==> src/sv/xsr_pkg.sv <==
// Package for the xoshiro256** generator with splitmix64 seeding.
// Holds the command codes, mixing constants and sequencer state type.
// No dependencies; imported by xoshiro256ss_splitmix_rng.
package xsr_pkg;

  localparam int unsigned WORD_W = 64;

  // Command codes of the input item.
  localparam logic [1:0] CMD_SEED  = 2'd0;
  localparam logic [1:0] CMD_RAW   = 2'd1;
  localparam logic [1:0] CMD_BOUND = 2'd2;

  // Splitmix64 constants and the default seed.
  localparam logic [WORD_W-1:0] GOLDEN_GAMMA = 64'h9E37_79B9_7F4A_7C15;
  localparam logic [WORD_W-1:0] MIX_MUL_A    = 64'hBF58_476D_1CE4_E5B9;
  localparam logic [WORD_W-1:0] MIX_MUL_B    = 64'h94D0_49BB_1331_11EB;
  localparam logic [WORD_W-1:0] DEFAULT_SEED = 64'h1234_5678_9ABC_DEF0;

  // Multiply partial-product steps of the shared 32x32 unit.
  localparam logic [1:0] MSTEP_LL = 2'd0;
  localparam logic [1:0] MSTEP_LH = 2'd1;
  localparam logic [1:0] MSTEP_HL = 2'd2;

  // Sequencer states.
  typedef enum logic [2:0] {
    ST_IDLE,
    ST_SEED_ADD,
    ST_MUL,
    ST_MIX,
    ST_DRAW,
    ST_MUL9,
    ST_DIV,
    ST_OUT
  } xsr_state_t;

endpackage

==> src/sv/xoshiro256ss_splitmix_rng.sv <==
// Top level of the xoshiro256** generator with splitmix64 seeding.
// Uses xsr_pkg for command codes, constants and the sequencer state type.
// A seed item expands four state words: each needs two 64-bit multiplies,
// done as three partial products on one shared 32x32 multiplier, plus an
// add step and a mix step after each multiply. After reset the block runs
// the same sequence on the default seed and holds in_ready low until it
// ends. A raw draw passes through accept, state update, times-nine and
// hand-off. A bounded draw with a nonzero modulus adds a restoring divider
// that takes one bit per cycle. The result sits in an output register, so
// the next item is taken while a result waits; a finished draw waits for
// that register to be free.
module xoshiro256ss_splitmix_rng
  import xsr_pkg::*;
#(
  parameter int unsigned MODULUS_WIDTH = 16
) (
  input  logic        clk,
  input  logic        rst_n,
  input  logic        in_valid,
  output logic        in_ready,
  input  logic [1:0]  in_command,
  input  logic [63:0] in_seed_value,
  input  logic [15:0] in_modulus,
  output logic        out_valid,
  input  logic        out_ready,
  output logic [63:0] out_random_value
);

  // Effective divisor width: the field is 16 bits, masked to MODULUS_WIDTH.
  localparam int unsigned DIV_W = (MODULUS_WIDTH < 16) ? MODULUS_WIDTH : 16;

  xsr_state_t state_r, state_nxt;

  logic [WORD_W-1:0] st_r [4];
  logic [WORD_W-1:0] acc_r;
  logic [WORD_W-1:0] mop_r;
  logic [WORD_W-1:0] macc_r;
  logic [WORD_W-1:0] res_r;
  logic [1:0]        mstep_r;
  logic              mph_r;
  logic [1:0]        widx_r;
  logic              bounded_r;
  logic [DIV_W-1:0]  div_r;
  logic [DIV_W-1:0]  rem_r;
  logic [5:0]        dcnt_r;
  logic              out_valid_r;
  logic [WORD_W-1:0] out_random_value_r;

  logic              accept;
  logic              out_free;

  // Datapath intermediate values.
  logic [WORD_W-1:0] acc_add;
  logic [WORD_W-1:0] mul_k;
  logic [31:0]       mul_x;
  logic [31:0]       mul_y;
  logic [WORD_W-1:0] mul_p;
  logic [WORD_W-1:0] times5;
  logic [WORD_W-1:0] times9;
  logic [WORD_W-1:0] n2, n3, n1, n0;
  logic [DIV_W:0]    rem_sh;
  logic [DIV_W:0]    rem_sub;
  logic [DIV_W-1:0]  rem_next;

  assign accept    = in_valid && in_ready;
  assign out_free  = !out_valid_r || out_ready;
  assign out_valid = out_valid_r;
  assign out_random_value = out_random_value_r;

  // Shared 32x32 multiplier and its operand selection.
  assign mul_k = mph_r ? MIX_MUL_B : MIX_MUL_A;
  assign mul_x = (mstep_r == MSTEP_HL) ? mop_r[63:32] : mop_r[31:0];
  assign mul_y = (mstep_r == MSTEP_LH) ? mul_k[63:32] : mul_k[31:0];
  assign mul_p = {32'd0, mul_x} * {32'd0, mul_y};

  assign acc_add = acc_r + GOLDEN_GAMMA;

  // Scrambler output and state update of one draw.
  assign times5 = st_r[1] + {st_r[1][61:0], 2'b00};
  assign times9 = res_r + {res_r[60:0], 3'b000};
  assign n2 = st_r[2] ^ st_r[0];
  assign n3 = st_r[3] ^ st_r[1];
  assign n1 = st_r[1] ^ n2;
  assign n0 = st_r[0] ^ n3;

  // One restoring division step; remainder stays below the divisor.
  assign rem_sh  = {rem_r, res_r[63]};
  assign rem_sub = rem_sh - {1'b0, div_r};
  assign rem_next = (rem_sh >= {1'b0, div_r}) ? rem_sub[DIV_W-1:0] : rem_sh[DIV_W-1:0];

  // Handshake outputs of the sequencer.
  always_comb begin
    in_ready = (state_r == ST_IDLE);
  end

  // Next-state logic.
  always_comb begin
    state_nxt = state_r;
    unique case (state_r)
      ST_IDLE: begin
        if (accept) begin
          priority if (in_command == CMD_SEED) begin
            state_nxt = ST_SEED_ADD;
          end else if (in_command == CMD_RAW || in_command == CMD_BOUND) begin
            state_nxt = ST_DRAW;
          end else begin
            state_nxt = ST_IDLE;
          end
        end
      end
      ST_SEED_ADD: state_nxt = ST_MUL;
      ST_MUL: begin
        if (mstep_r == MSTEP_HL) begin
          state_nxt = ST_MIX;
        end
      end
      ST_MIX: begin
        if (!mph_r) begin
          state_nxt = ST_MUL;
        end else if (widx_r == 2'd3) begin
          state_nxt = ST_IDLE;
        end else begin
          state_nxt = ST_SEED_ADD;
        end
      end
      ST_DRAW: state_nxt = ST_MUL9;
      ST_MUL9: begin
        if (bounded_r && (div_r != '0)) begin
          state_nxt = ST_DIV;
        end else begin
          state_nxt = ST_OUT;
        end
      end
      ST_DIV: begin
        if (dcnt_r == 6'd63) begin
          state_nxt = ST_OUT;
        end
      end
      ST_OUT: begin
        if (out_free) begin
          state_nxt = ST_IDLE;
        end
      end
      default: state_nxt = ST_IDLE;
    endcase
  end

  // Sequencer state; reset starts the default-seed expansion.
  always_ff @(posedge clk) begin
    if (!rst_n) begin
      state_r <= ST_SEED_ADD;
    end else begin
      state_r <= state_nxt;
    end
  end

  // Output register.
  always_ff @(posedge clk) begin
    if (!rst_n) begin
      out_valid_r <= 1'b0;
    end else if (state_r == ST_OUT && out_free) begin
      out_valid_r <= 1'b1;
    end else if (out_ready) begin
      out_valid_r <= 1'b0;
    end
  end

  always_ff @(posedge clk) begin
    if (state_r == ST_OUT && out_free) begin
      out_random_value_r <= res_r;
    end
  end

  // Datapath registers driven by the sequencer.
  always_ff @(posedge clk) begin
    if (!rst_n) begin
      acc_r  <= DEFAULT_SEED;
      widx_r <= 2'd0;
    end else begin
      unique case (state_r)
        ST_IDLE: begin
          if (accept) begin
            acc_r     <= (in_seed_value != '0) ? in_seed_value : DEFAULT_SEED;
            widx_r    <= 2'd0;
            bounded_r <= (in_command == CMD_BOUND);
            div_r     <= in_modulus[DIV_W-1:0];
          end
        end
        ST_SEED_ADD: begin
          acc_r   <= acc_add;
          mop_r   <= acc_add ^ {30'd0, acc_add[63:30]};
          mph_r   <= 1'b0;
          mstep_r <= MSTEP_LL;
        end
        ST_MUL: begin
          // Low 64 bits of the product from three partial products.
          if (mstep_r == MSTEP_LL) begin
            macc_r <= mul_p;
          end else begin
            macc_r[63:32] <= macc_r[63:32] + mul_p[31:0];
          end
          mstep_r <= mstep_r + 2'd1;
        end
        ST_MIX: begin
          if (!mph_r) begin
            mop_r   <= macc_r ^ {27'd0, macc_r[63:27]};
            mph_r   <= 1'b1;
            mstep_r <= MSTEP_LL;
          end else begin
            st_r[widx_r] <= macc_r ^ {31'd0, macc_r[63:31]};
            widx_r       <= widx_r + 2'd1;
          end
        end
        ST_DRAW: begin
          res_r   <= {times5[56:0], times5[63:57]};
          st_r[0] <= n0;
          st_r[1] <= n1;
          st_r[2] <= n2 ^ {st_r[1][46:0], 17'd0};
          st_r[3] <= {n3[18:0], n3[63:19]};
        end
        ST_MUL9: begin
          res_r  <= (bounded_r && (div_r == '0)) ? '0 : times9;
          rem_r  <= '0;
          dcnt_r <= 6'd0;
        end
        ST_DIV: begin
          dcnt_r <= dcnt_r + 6'd1;
          if (dcnt_r == 6'd63) begin
            res_r <= {{(WORD_W-DIV_W){1'b0}}, rem_next};
          end else begin
            res_r <= {res_r[62:0], 1'b0};
            rem_r <= rem_next;
          end
        end
        ST_OUT: begin
        end
        default: begin
        end
      endcase
    end
  end

`ifndef SYNTHESIS
  // The block is busy right after reset while it expands the default seed.
  a_reset_busy: assert property (@(posedge clk) !rst_n |=> !in_ready)
    else $error("in_ready high right after reset");

  // A draw item keeps the block busy in the following cycle.
  a_draw_busy: assert property (@(posedge clk) disable iff (!rst_n)
    (accept && (in_command == CMD_RAW || in_command == CMD_BOUND)) |=> !in_ready)
    else $error("draw item did not make the block busy");

  // A bounded result with a nonzero modulus lies below the modulus.
  a_bound_range: assert property (@(posedge clk) disable iff (!rst_n)
    (state_r == ST_OUT && out_free && bounded_r && (div_r != '0))
      |=> (out_random_value < {{(WORD_W-DIV_W){1'b0}}, div_r}))
    else $error("bounded result not below modulus");

  // The multiply step counter never passes its last partial product.
  a_mstep_range: assert property (@(posedge clk) disable iff (!rst_n)
    (state_r == ST_MUL) |-> (mstep_r != 2'd3))
    else $error("multiply step out of range");
`endif

endmodule
==> config.mk <==
export PLATFORM = sky130hd
export DESIGN_NAME = xoshiro256ss_splitmix_rng
export DESIGN_NICKNAME = d
export VERILOG_FILES = /design/src/sv/xsr_pkg.sv /design/src/sv/xoshiro256ss_splitmix_rng.sv
export SDC_FILE = /design/constraint.sdc
export NUM_CORES = 2
export LEC_CHECK = 0
export ABC_CLOCK_PERIOD_IN_PS = 11000
export BUFFER_PORTS_ARGS = -buffer_cell sky130_fd_sc_hd__buf_2
export CAP_MARGIN = 40
export CORE_MARGIN = 10
export CORE_UTILIZATION = 60
export CTS_BUF_LIST = sky130_fd_sc_hd__clkbuf_2 sky130_fd_sc_hd__clkbuf_4 sky130_fd_sc_hd__clkbuf_8
export DETAILED_ROUTE_END_ITERATION = 7
export PLACE_DENSITY = 0.8
export SLEW_MARGIN = 25
export SYNTH_ARGS = -nofsm -noshare
export SYNTH_HDL_FRONTEND = slang
export SYNTH_SLANG_ARGS = --single-unit
==> constraint.sdc <==
create_clock -name clk -period 11 [get_ports clk]
set_input_delay 1.1 -clock clk [delete_from_list [all_inputs] [get_ports clk]]
set_output_delay 1.1 -clock clk [all_outputs]
set_load 0.005 [all_outputs]
---- Word level (Yosys, flattened, before mapping) ----
Memories as Yosys holds them, arrays and structs flattened.
Index checks and enable logic that the tools add are counted.
cells by class
  div/mod/pow operators ................... 0
  add/sub/neg operators ................... 8
  eq/ne operators ......................... 20
  $mul .................................... 1
  magnitude comparators ................... 1
  shift operators ......................... 0
  reduce and logical (&&, ||, !) cells .... 33
  multiplexer cells ....................... 44
  bitwise operators ....................... 8
operators by type and width
  operator                number
  $mux 64                 6
  $xor 64x64->64          5
  $pmux 64 s2             2
  $pmux 64 s3             1
  $add 64x64->64          2
  $mux 32                 3
  $add 64x64->64 const B  1
  $mul 32x32->64          1
  $reduce_bool 64->1      1
  $reduce_or 64->1        1
  $xor 64x33->64          1
  $xor 64x34->64          1
  $xor 64x37->64          1
  $mux 62                 1
  $add 32x32->32          1
  $mux 16                 2
  $pmux 16 s2             1
  $pmux 3 s8              1
  $mux 3                  6
  $reduce_and 3->1        6
  $ge 17x16->1            1
  $logic_not 16->1        1
  $reduce_bool 16->1      1
  $sub 16x16->16          1
  other kinds (25)        67
word-level totals
  bits of input ports ..................... 86
  ROM bits ................................ 0
  output and inout bits ................... 66
  flip-flop bits (word level) ............. 368
  memories kept ........................... 1
  logic and storage cells ................. 131
  bits in writable memories ............... 256
  latch bits .............................. 0
memories
  name  words  width  read ports  clocked after Yosys merged registers in  write ports  line                             text
  st_r  4      64     4           0                                        4            xoshiro256ss_splitmix_rng.sv:34  logic [WORD_W-1:0] st_r [4];

---- Longest topological paths before layout ----
  depth after elaboration ................. 6
  depth in mapped cells ................... 45

---- Least setup slack after synthesis ----
Ideal clock, no wire load.
  path kind ............................... register -> register
  start point ............................. register mstep_r[0]
  end point ............................... register macc_r[63] (data pin)
  setup slack ............................. 290 ps
  data arrival time ....................... 10451 ps
  path buffers ............................ 3
  required time ........................... 10740 ps
  stages on the path, launching flop included .. 39
  library setup time ...................... 260 ps
  period minus slack after synthesis ...... 10710 ps
  cells stage by stage .................... edfxtp_1 -> inv_1 -> ha_1 -> clkbuf_1 -> buf_1 -> clkbuf_1 -> mux2i_1 -> inv_1 -> nand2_1 -> o21ai_0 -> fa_1 -> fa_1 -> fa_1 -> inv_1 -> fa_1 -> inv_1 -> fa_1 -> fa_1 -> [... 3 more ...] -> inv_1 -> ha_1 -> a21oi_1 -> o21ai_0 -> a41oi_1 -> o21ai_0 -> xor2_1 -> ha_1 -> a21o_1 -> a221oi_1 -> o211ai_1 -> a2111oi_0 -> or3_1 -> nor2_1 -> a211oi_1 -> o21ai_0 -> xnor2_1 -> mux2_2
on the way
  longest elaborated chain between the ends .. 5
  elaborated cells on any way between the ends .. 8
  classes of those cells .................. add/sub: 1; mul: 1; eq/ne: 2; mux: 3; reduce/logical: 1
RTL lines
  what                                             line                                                              text
  from (decl)                                      xoshiro256ss_splitmix_rng.sv:39                                   logic [1:0] mstep_r;
  from (signal assigned)                           xoshiro256ss_splitmix_rng.sv:202                                  mstep_r <= mstep_r + 2'd1;
  $eq 2x2->1 / $eq 2x1->1 (equally long branches)  xoshiro256ss_splitmix_rng.sv:72, xoshiro256ss_splitmix_rng.sv:73
  $mux 32, on equally long branches                xoshiro256ss_splitmix_rng.sv:72, xoshiro256ss_splitmix_rng.sv:73
  $mul 32x32->64 *                                 xoshiro256ss_splitmix_rng.sv:74                                   assign mul_p = {32'd0, mul_x} * {32'd0, mul_y};
  net mul_p[23]                                    xoshiro256ss_splitmix_rng.sv:57                                   logic [WORD_W-1:0] mul_p;
  $add 32x32->32 *                                 xoshiro256ss_splitmix_rng.sv:200                                  macc_r[63:32] <= macc_r[63:32] + mul_p[31:0];
  $mux 32 *                                        xoshiro256ss_splitmix_rng.sv:197                                  if (mstep_r == MSTEP_LL) begin
  to (signal assigned)                             xoshiro256ss_splitmix_rng.sv:198                                  macc_r <= mul_p;
  to (signal assigned)                             xoshiro256ss_splitmix_rng.sv:200
  to (decl)                                        xoshiro256ss_splitmix_rng.sv:37                                   logic [WORD_W-1:0] macc_r;
The timed path passes the listed nets; every way through them passes the cells marked *.
A chain may end at the register's enable or synchronous reset.

---- Worst setup path in the final report ----
Ends and elaborated chain as after synthesis.

==> impl_results.md <==
* Kind of critical path: reg2reg
* Worst path max stage delay at between 500 and 600 ps
* Routed wire length at 243300 um
* Synthesized area per cell at roughly 9.7 sq um
* Largest fanout on the critical path at 11
* Vias in the first global route at around 55000
* Post-Synthesis Cells at between 6000 and 7000
* Ratio of cells with drive above 1 in the final layout at a little over a tenth
* Setup Skew at 51.59 ps
* Syn Std Cell Area at between 60000 and 70000 sq um
* CP Buf/Inv Count at 13
* Setup TNS Final at 0 ps
* Critical Path End Type: flop
* TritonCTS Sinks at around 620
* Worst reg2reg setup slack at approximately 530 ps
* Port Buffers at 151
* Yosys top cell by area: edfxtp_1
* Final clock period utilization by the worst path at 95.15%
* Setup Viol. Count Final at 0
* CTS buffer count at slightly above 100
* First-pass GRT wire length at between 300000 and 400000 um
* Synth Warn # at 0
* Design area at between 70000 and 80000 sq um
* Slowest cell on crit path: fa_1
* RSZ-0062 raised after global routing: false
* DR DRC count at 0
* Synth cell types at 87
* DR vias/cell at just over 6
* Die width at 356.8 um
* Tmin final at roughly 10000 ps
* Initial antenna violation count at 10
* CTS clk-pin slew, worst paths at roughly 70 ps
* Post-route ant nets at 0
* Layout area overhead at 10.28%
* CTS tree: done
* Core Region at approximately 110000 sq um
* Synth async-reset ratio at 0%
* RePlAce Congestion at ~1.0
* Vias at roughly 56000
* F_max at roughly 0.096 GHz
* Required @ worst endpoint at around 11000 ps
* Final Slew Violations at 0
* Clock latency on the worst-skew pair at ~800 ps
* Routed wire per std cell at 27.26 um
* NumNets Final at ~8800
* Delay-heaviest family, CP: adder cells
* Setup ws final at about 530 ps
* Worst setup SP type: flop
* Number of synthesized flops with an enable pin at approximately 550
* Final Hold Fails at 0
* DP HPWL at ~200000 um
* Starting density of the core at between 60% and 70%
* CP dominant cell by count: fa_1
* Seq cells post-synth at roughly 620
* Total GRT Usage at between 30% and 40%
* Post-Syn Nets at about 8400
* Util after Layout at between 60% and 70%
* Seq/Total Area, Yosys at between 20% and 30%
* Worst min path class: in2reg
* Worst-Margin Slew at about 940 ps
* Max Cap Viol at 0
* Clk buf depth at 3
* Die Y at about 360 um
* Die area at between 100000 and 150000 sq um
* Top-area cell type share of the netlist area at 24.44%
* Crit path arrival time at roughly 11000 ps
* Largest net degree at the start of global routing at around 200
* Status: finished, final reports clean
* Top post-synthesis cells by area: edfxtp_1 (24%), fa_1 (24%), ha_1 (9.3%), inv_1 (5.8%), xnor2_1 (4.7%)
* Relative slew margins at 36.75%
* Grt ovf at 0
* Main synth FF type: edfxtp_1
* Num rows at approximately 120
* First-pass DRT Iterations at 8
* Clk root buf: clkbuf_8
* Placed cell areas at 72770 sq um
* Place WS at between 400 and 500 ps
* 1st-iter DRT viols at ~7600
* Top Ports at between 150 and 200
* H-tree lvl count at 3
[Yosys cell counts, types with 26 or more instances]
cell type / instances
a211oi_1: 29
a21o_1: 123
a21oi_1: 393
a22oi_1: 44
a31oi_1: 26
and2_1: 26
and3_1: 33
clkbuf_1: 235
dfxtp_1: 70
edfxtp_1: 554
fa_1: 824
ha_1: 508
inv_1: 1052
mux2i_1: 39
nand2_1: 510
nand2b_1: 40
nand3_1: 85
nand4_1: 63
nor2_1: 559
nor2b_1: 56
nor3_1: 70
nor4_1: 29
o211ai_1: 32
o21a_1: 31
o21ai_0: 483
o21bai_1: 38
o221ai_1: 26
o22ai_1: 37
xnor2_1: 364
xor2_1: 315
[metal layers]
metal | part of all wire [%] | up-vias | global-route usage [%]
met5 | 0.053 | - | 0
met4 | 4.9 | 16 | 15.31
met1 | 40 | 27450 | 54.38
met2 | 43 | 3445 | 55.58
li1 | - | 24130 | -
met3 | 12 | 570 | 9.119
[per-stage QoR]
stage / instances / hold slack [ps]
after floorplan: 6990 / 454.7
after detailed placement: 8736 / 509.0
after CTS: 8915 / 478.6
after global placement: 8728 / 495.4
after global routing: 8926 / 501.7
final: 8927 / 523.9
[cell usage in the layout, fill, tap and decap left out, types with 38 or more instances in the layout]
master,netlist,layout
o21bai_1,38,38
nand2_1,510,508
buf_4,0,348
ha_1,508,505
nand3_1,85,84
nor3_1,70,68
o21ai_0,483,478
nor2_1,559,553
mux2i_1,39,39
inv_1,1052,1051
a21o_1,123,123
a22oi_1,44,44
clkbuf_8,0,109
dfxtp_1,70,70
xnor2_1,364,364
nand4_1,63,63
edfxtp_1,554,554
buf_2,10,153
fa_1,824,824
a21oi_1,393,391
nand2b_1,40,39
xor2_1,315,315
nor2b_1,56,55
[worst register-to-register path, delay by kind of cell, from the launching register on]
family / cells / cell delay (ps)
compound gates: 6 / 990
simple gates: 9 / 1500
buf+inv: 13 / 1660
mux: 2 / 600
fa+ha+maj: 11 / 4740
flops: 1 / 460
xor+xnor: 2 / 260
[sequential cells by signal, summed over array words and instances (netlist names), 6 cells and up]
name	flops
mop_r	64
macc_r	64
out_random_value	64
div_r	16
rem_r	16
acc_r	64
dcnt_r	6
st_r	256
res_r	64
[cell families after synthesis]
kind of cell    count (synthesis)  synth area share [%]
buf+inv                      1329                 7.353
fa+ha+maj                    1332                 33.58
flops                         624                 26.50
simple gates                 1545                 10.14
xor+xnor                      680                 8.762
compound gates               1420                 12.75
mux                            60                0.9210
[final cells by class]
type / instances / area (sq um)
Multi-Input combinational cell: 5037 / 45200
Antenna cell: 2 / 5.005
Timing Repair Buffer: 528 / 3891
Sequential cell: 624 / 18040
Fill cell: 9136 / 37440
Clock inverter: 41 / 359.1
Clock buffer: 138 / 1718
Tap cell: 1500 / 1877
Inverter: 1057 / 3968
[path summary, 6_finish.rpt]
kind,start,endpoint,cells after the start
max,mstep_r[0],macc_r[63],43
min reg2reg,acc_r[46],acc_r[46],2
min,in_modulus[8],div_r[8],1
max reg2reg,mstep_r[0],macc_r[63],43
[repair_timing]
item,CTS,global route
resized for setup,0,12
setup buffers,0,0
setup endpoints to repair,0,2
hold buffers,0,0
Power is not shown: default switching activity piles up to over one toggle a cycle in this logic, so the estimate is an artifact.
